--- src/hw/rtl/bitmap_page_allocator_macros.svh ---
// Assertion macros shared by the page allocator RTL.
`ifndef BITMAP_PAGE_ALLOCATOR_MACROS_SVH
`define BITMAP_PAGE_ALLOCATOR_MACROS_SVH

// Condition that must hold at every clock edge outside reset.
`define BPA_ASSERT_ALWAYS(label, clk, rst, cond, msg) \
  label: assert property (@(posedge clk) disable iff (rst) (cond)) else $error(msg);

// Same-cycle implication checked outside reset.
`define BPA_ASSERT_IMPL(label, clk, rst, ante, cons, msg) \
  label: assert property (@(posedge clk) disable iff (rst) (ante) |-> (cons)) else $error(msg);

`endif

--- src/hw/rtl/bpa_pkg.sv ---
// Types and constants of the bitmap page allocator.
package bpa_pkg;

  // Map word: pages covered by one memory entry
  localparam int WORD_BITS = 64;
  localparam int WORD_LW   = 6;

  // Pages covered by the used map
  localparam int PAGES = 65536;

  // Field widths
  localparam int OP_W    = 2;
  localparam int PAGE_W  = 16;
  localparam int CNT_W   = 9;
  localparam int LIMIT_W = 17;

  // Operation codes
  localparam logic [OP_W-1:0] OP_ALLOC = 2'd0;
  localparam logic [OP_W-1:0] OP_FREE  = 2'd1;
  localparam logic [OP_W-1:0] OP_MARK  = 2'd2;

  // Request word
  typedef struct packed {
    logic [OP_W-1:0]   op;
    logic [PAGE_W-1:0] page;
    logic [CNT_W-1:0]  count;
  } req_t;

  // Response word
  typedef struct packed {
    logic [PAGE_W-1:0]  first_page;
    logic               ok;
    logic [LIMIT_W-1:0] used_pages;
  } rsp_t;

  // Per-word run search result
  typedef struct packed {
    logic               hit;
    logic [WORD_LW-1:0] pos;
    logic [CNT_W-1:0]   run_out;
  } run_res_t;

  // Control sequencer states
  typedef enum logic [2:0] {
    ST_INIT,
    ST_IDLE,
    ST_PASS,
    ST_SCAN,
    ST_RMW_RD,
    ST_RMW_WR,
    ST_RESP
  } state_t;

endpackage

--- src/hw/rtl/bpa_run_find.sv ---
// Finds the first page in one map word where a free run reaches the request count.
module bpa_run_find (
  input  logic [bpa_pkg::WORD_BITS-1:0] word_used,
  input  logic [bpa_pkg::WORD_BITS-1:0] word_mask,
  input  logic [bpa_pkg::CNT_W-1:0]     run_in,
  input  logic [bpa_pkg::CNT_W-1:0]     cnt,
  output bpa_pkg::run_res_t             res
);

  localparam int W  = bpa_pkg::WORD_BITS;
  localparam int LW = bpa_pkg::WORD_LW;
  localparam int CW = bpa_pkg::CNT_W;

  logic [W-1:0]  used_eff;
  logic [LW:0]   last_used [LW+1][W];
  logic [CW:0]   run_len [W];
  logic [W-1:0]  hit;

  // Pages outside the search window count as used
  assign used_eff = word_used | ~word_mask;

  // Prefix scan: last used position (plus one) at or below each bit, zero if none
  always_comb begin
    for (int j = 0; j < W; j++) begin
      last_used[0][j] = used_eff[j] ? (LW+1)'(j + 1) : '0;
    end
    for (int k = 0; k < LW; k++) begin
      for (int j = 0; j < W; j++) begin
        if (j >= (1 << k) && last_used[k][j] == '0) begin
          last_used[k+1][j] = last_used[k][j - (1 << k)];
        end else begin
          last_used[k+1][j] = last_used[k][j];
        end
      end
    end
  end

  // Free run length ending at each bit, carrying the run from earlier words
  always_comb begin
    for (int j = 0; j < W; j++) begin
      if (last_used[LW][j] == '0) begin
        run_len[j] = {1'b0, run_in} + (CW+1)'(j + 1);
      end else begin
        run_len[j] = (CW+1)'(j + 1) - (CW+1)'(last_used[LW][j]);
      end
      hit[j] = (run_len[j] >= {1'b0, cnt});
    end
  end

  // Lowest bit where the run is long enough
  always_comb begin
    res.hit     = |hit;
    res.pos     = '0;
    res.run_out = run_len[W-1][CW-1:0];
    for (int j = W - 1; j >= 0; j--) begin
      if (hit[j]) begin
        res.pos = LW'(j);
      end
    end
  end

endmodule

--- config.mk ---
export PLATFORM = sky130hd
export DESIGN_NAME = bpa_run_find
export DESIGN_NICKNAME = d
export VERILOG_FILES = /design/src/hw/rtl/bitmap_page_allocator_macros.svh /design/src/hw/rtl/bpa_pkg.sv /design/src/hw/rtl/bpa_run_find.sv
export SDC_FILE = /design/constraint.sdc
export NUM_CORES = 2
export LEC_CHECK = 0
export BUFFER_PORTS_ARGS = -buffer_cell sky130_fd_sc_hd__clkbuf_2
export CORE_UTILIZATION = 28
export DETAILED_ROUTE_END_ITERATION = 8
export SYNTH_ARGS = -nofsm -noshare
export SYNTH_HDL_FRONTEND = slang
export SYNTH_SLANG_ARGS = --single-unit
--- constraint.sdc ---
create_clock -name vclk -period 13.9
set_clock_uncertainty 0.15 [all_clocks]
set_input_delay 0.695 -clock vclk [all_inputs]
set_output_delay 0.695 -clock vclk [all_outputs]
set_load 0.05 [all_outputs]
### After elaboration in Yosys (flattened, before gate mapping)

Cells that the tools add are included.
Widths: inputs -> output; s select.

| operators by class | value |
|---|---|
| bitwise operators | 2 |
| add/subtract/negate cells | 128 |
| reduce and logical (&&, ||, !) cells | 386 |
| mux-type cells | 513 |
| order comparisons | 64 |

Operator list:

| operator | count |
|---|---|
| $logic_not 7->1 | 385 |
| $mux 6 | 287 |
| $ge 10x9->1 | 64 |
| $mux 10 | 64 |
| $mux 5 | 95 |
| $add 9x6->10 const B | 32 |
| $sub 6x6->7 const A | 32 |
| $add 9x5->10 const B | 16 |
| $mux 4 | 39 |
| $sub 5x5->6 const A | 16 |
| $add 9x4->10 const B | 8 |
| $not 64->64 | 1 |
| $or 64x64->64 | 1 |
| $reduce_or 64->1 | 1 |
| $mux 7 | 7 |
| $mux 3 | 15 |
| $add 9x3->10 const B | 4 |
| $sub 4x4->5 const A | 8 |
| $add 9x2->10 const B | 2 |
| $sub 3x3->4 const A | 4 |
| $add 9x1->10 const B | 1 |
| $add 9x7->10 const B | 1 |
| $mux 2 | 5 |
| $sub 7x7->8 const A | 1 |
| other kinds (3) | 4 |

| storage, ports and cells | value |
|---|---|
| register bits | 0 |

### Logic depth before layout (Yosys ltp)

| depth | value |
|---|---|
| word-level depth | 82 |
| mapped depth | 29 |
| gate-level depth less buffers | 28 |

### Worst setup path before layout

Ideal clock, no wire load.

| timing | value |
|---|---|
| path type | in2out |
| start | in word_used[3] in the netlist's numbering |
| end | out res[10] in the netlist's numbering |
| stages | 27 |
| arrival | 6673 ps |
| setup slack | 6382 ps |
| data required time | 13055 ps |
| path through | and4bb_1 -> buf_4 -> inv_4 -> nor2_1 -> a21boi_2 -> o21ai_0 -> nand2_1 -> nor2_1 -> o21ai_0 -> o21ba_2 -> ha_1 -> inv_1 -> nor4_1 -> nand3_1 -> o21ai_0 -> ha_1 -> a21o_1 -> a21o_1 -> a21oi_1 -> o21ai_0 -> a21oi_1 -> o21ai_0 -> or3b_2 -> a211oi_1 -> o311ai_1 -> a211oi_1 -> nor2_1 |

RTL lines:

| what | RTL line | text |
|---|---|---|
| start: declaration | bpa_run_find.sv:3 | `input logic [bpa_pkg::WORD_BITS-1:0] word_used,` |
| end: declaration | bpa_run_find.sv:7 | `output bpa_pkg::run_res_t res` |

==> results.sh <==
export IMPL_grt_pass1_wl_mm=386
export IMPL_grt_max_degree=55
export IMPL_maxCapViolCount=3
export IMPL_synthCells=5145
export IMPL_core_area_mm2=0.124
export IMPL_drt_pass1_iterations=8
export IMPL_die_w_um=355
export IMPL_detail_route_vias_per_cell=6.92
export IMPL_hp_class="input port to output port"
export IMPL_max_stage_delay_ns=1.01
export IMPL_grt_pass1_vias=44200
export IMPL_layout_common_cells="ha_1, nor2_1, a21oi_1"
export IMPL_period_share_pct=79.7
export IMPL_slew_violations=5
export IMPL_wire_per_inst_um=41.5
export IMPL_yosys_warnings=0
export IMPL_synth_fp_nets=5964
export IMPL_areaGrowthSynthToFinish_pct=11.2
export IMPL_gp_congestion=1.16
export IMPL_start_kind="input port"
export IMPL_design_seq_count=0
export IMPL_run_status="finished, violations left"
export IMPL_synth_top_cell_area_share_pct=24.1
export IMPL_syn_avg_cell_area_um2=6.78
export IMPL_final_common_cell="ha_1"
export IMPL_violations="capacitance limit, slew limit"
export IMPL_final_cells=6970
export IMPL_seq_area_um2=0
export IMPL_maxSlewHeadroom_pct=-6.20
export IMPL_finalWirelength_mm=290
export IMPL_antenna_violating_nets_post_route=0
export IMPL_setup_viol=0
export IMPL_clockBufferCount=0
export IMPL_initial_core_util_pct=28.2
export IMPL_dpl_cell_count=6953
export IMPL_timing_fmax_mhz=90.3
export IMPL_setup_tns_ns=0
export IMPL_cp_slowest_cell="clkinv_1"
export IMPL_worst_slew_pin_slew_ns=1.58
export IMPL_post_cts_buffers=0
export IMPL_path_max_fanout=12
export IMPL_die_area_mm2=0.126
export IMPL_vias=48300
export IMPL_portBuffers=162
export IMPL_grt_overflow_total=0
export IMPL_setup_worst_path_end_class="output port"
export IMPL_synth_area_mm2=0.0349
export IMPL_cts_resized=0
export IMPL_required_ns=13.06
export IMPL_cp_arrival_ns=10.23
export IMPL_pin_count=162
export IMPL_post_route_min_period_ns=11.07
export IMPL_hold_buffers=0
export IMPL_antenna_found_initial=38
export IMPL_nets=6139
export IMPL_yosys_cell_types_count=125
export IMPL_die_h_um=355
export IMPL_crit_type="input port to output port"
export IMPL_seq_area_frac_synth_pct=0
export IMPL_dpl_hpwl_mm=227
export IMPL_track_usage_pct=44.0
export IMPL_drt_initial_drc_count=7417
export IMPL_synth_area_leaders="ha_1, a21oi_1, o21ai_0"
export IMPL_drive_gt1_share_pct=11.7
export IMPL_rsz0062_at_grt="false"
export IMPL_synth_top_cell_by_area="ha_1"
export IMPL_drc=0
export IMPL_final_hold_viol_count=0
export IMPL_fp_row_count=129
[logic make-up (layout without fill, tap and decap cells)]
| kind of cell | Yosys count | count (layout) | share of synthesized area, % |
|---|---|---|---|
| AOI/OAI and AO/OA | 1873 | 1873 | 34.0 |
| other | 0 | 15 | 0 |
| buffers and inverters | 355 | 528 | 4.20 |
| adders and majority gates | 673 | 673 | 24.1 |
| muxes | 53 | 53 | 1.58 |
| xor gates and xnor gates | 312 | 312 | 7.83 |
| and+or+nand+nor | 1879 | 1879 | 28.2 |
[Yosys cell counts (19+ instances only)]
master,number
ha_1,673
nor2_1,543
a21oi_1,501
o21ai_0,495
nand2_1,431
a21o_1,197
xnor2_1,193
nand3_1,157
clkbuf_1,144
nand2b_1,138
a31oi_1,120
xor2_1,119
inv_1,115
nor3_1,101
nor2b_1,96
nand4_1,66
a211oi_1,57
o22ai_1,56
buf_2,53
nor4_1,47
o211ai_1,47
o21a_1,43
o31ai_1,38
mux2i_1,36
and2_1,32
or3_1,31
nand4bb_1,29
o21ai_1,27
and3_1,24
o21bai_1,23
buf_1,22
o2111ai_1,20
a31o_2,19
[cell type report]
class              count  area (µm²)
inverters            121         467
fillers            13800       84800
multi-input cells   4790       33600
repair buffers       407        2700
diodes                15        37.5
well taps           1637        2050
[through the flow]
stage	hold slack [ns]	setup slack [ns]	instance area, µm²	util [%]
floorplan	1.67	6.38	34900	-
global placement	2.12	3.27	38800	31.4
detailed placement	2.11	3.51	38800	31.4
CTS	2.10	3.47	38800	31.4
global route	2.18	2.90	38800	31.4
finish	2.11	2.83	38800	31.4
[critical path, delay by kind of cell]
kind	cells	cell delay, ns
buf+inv	3	1.43
compound gates	15	4.35
fa+ha+maj	1	0.26
simple gates	7	3.48
[final timing paths]
path / start / end / slack [ns] / cells past startpoint
min: word_used[63] / res[3] / 2.11 / 7
max: word_used[10] / res[10] / 2.83 / 26
[metal layers]
| layer | global-route usage (%) | up-vias | wire [µm] |
|---|---|---|---|
| li1 | - | 19700 | - |
| met1 | 53.8 | 23000 | 109000 |
| met2 | 61.5 | 4144 | 111000 |
| met3 | 15.9 | 1301 | 39300 |
| met4 | 35.2 | 42 | 29100 |
| met5 | 0 | - | 355 |
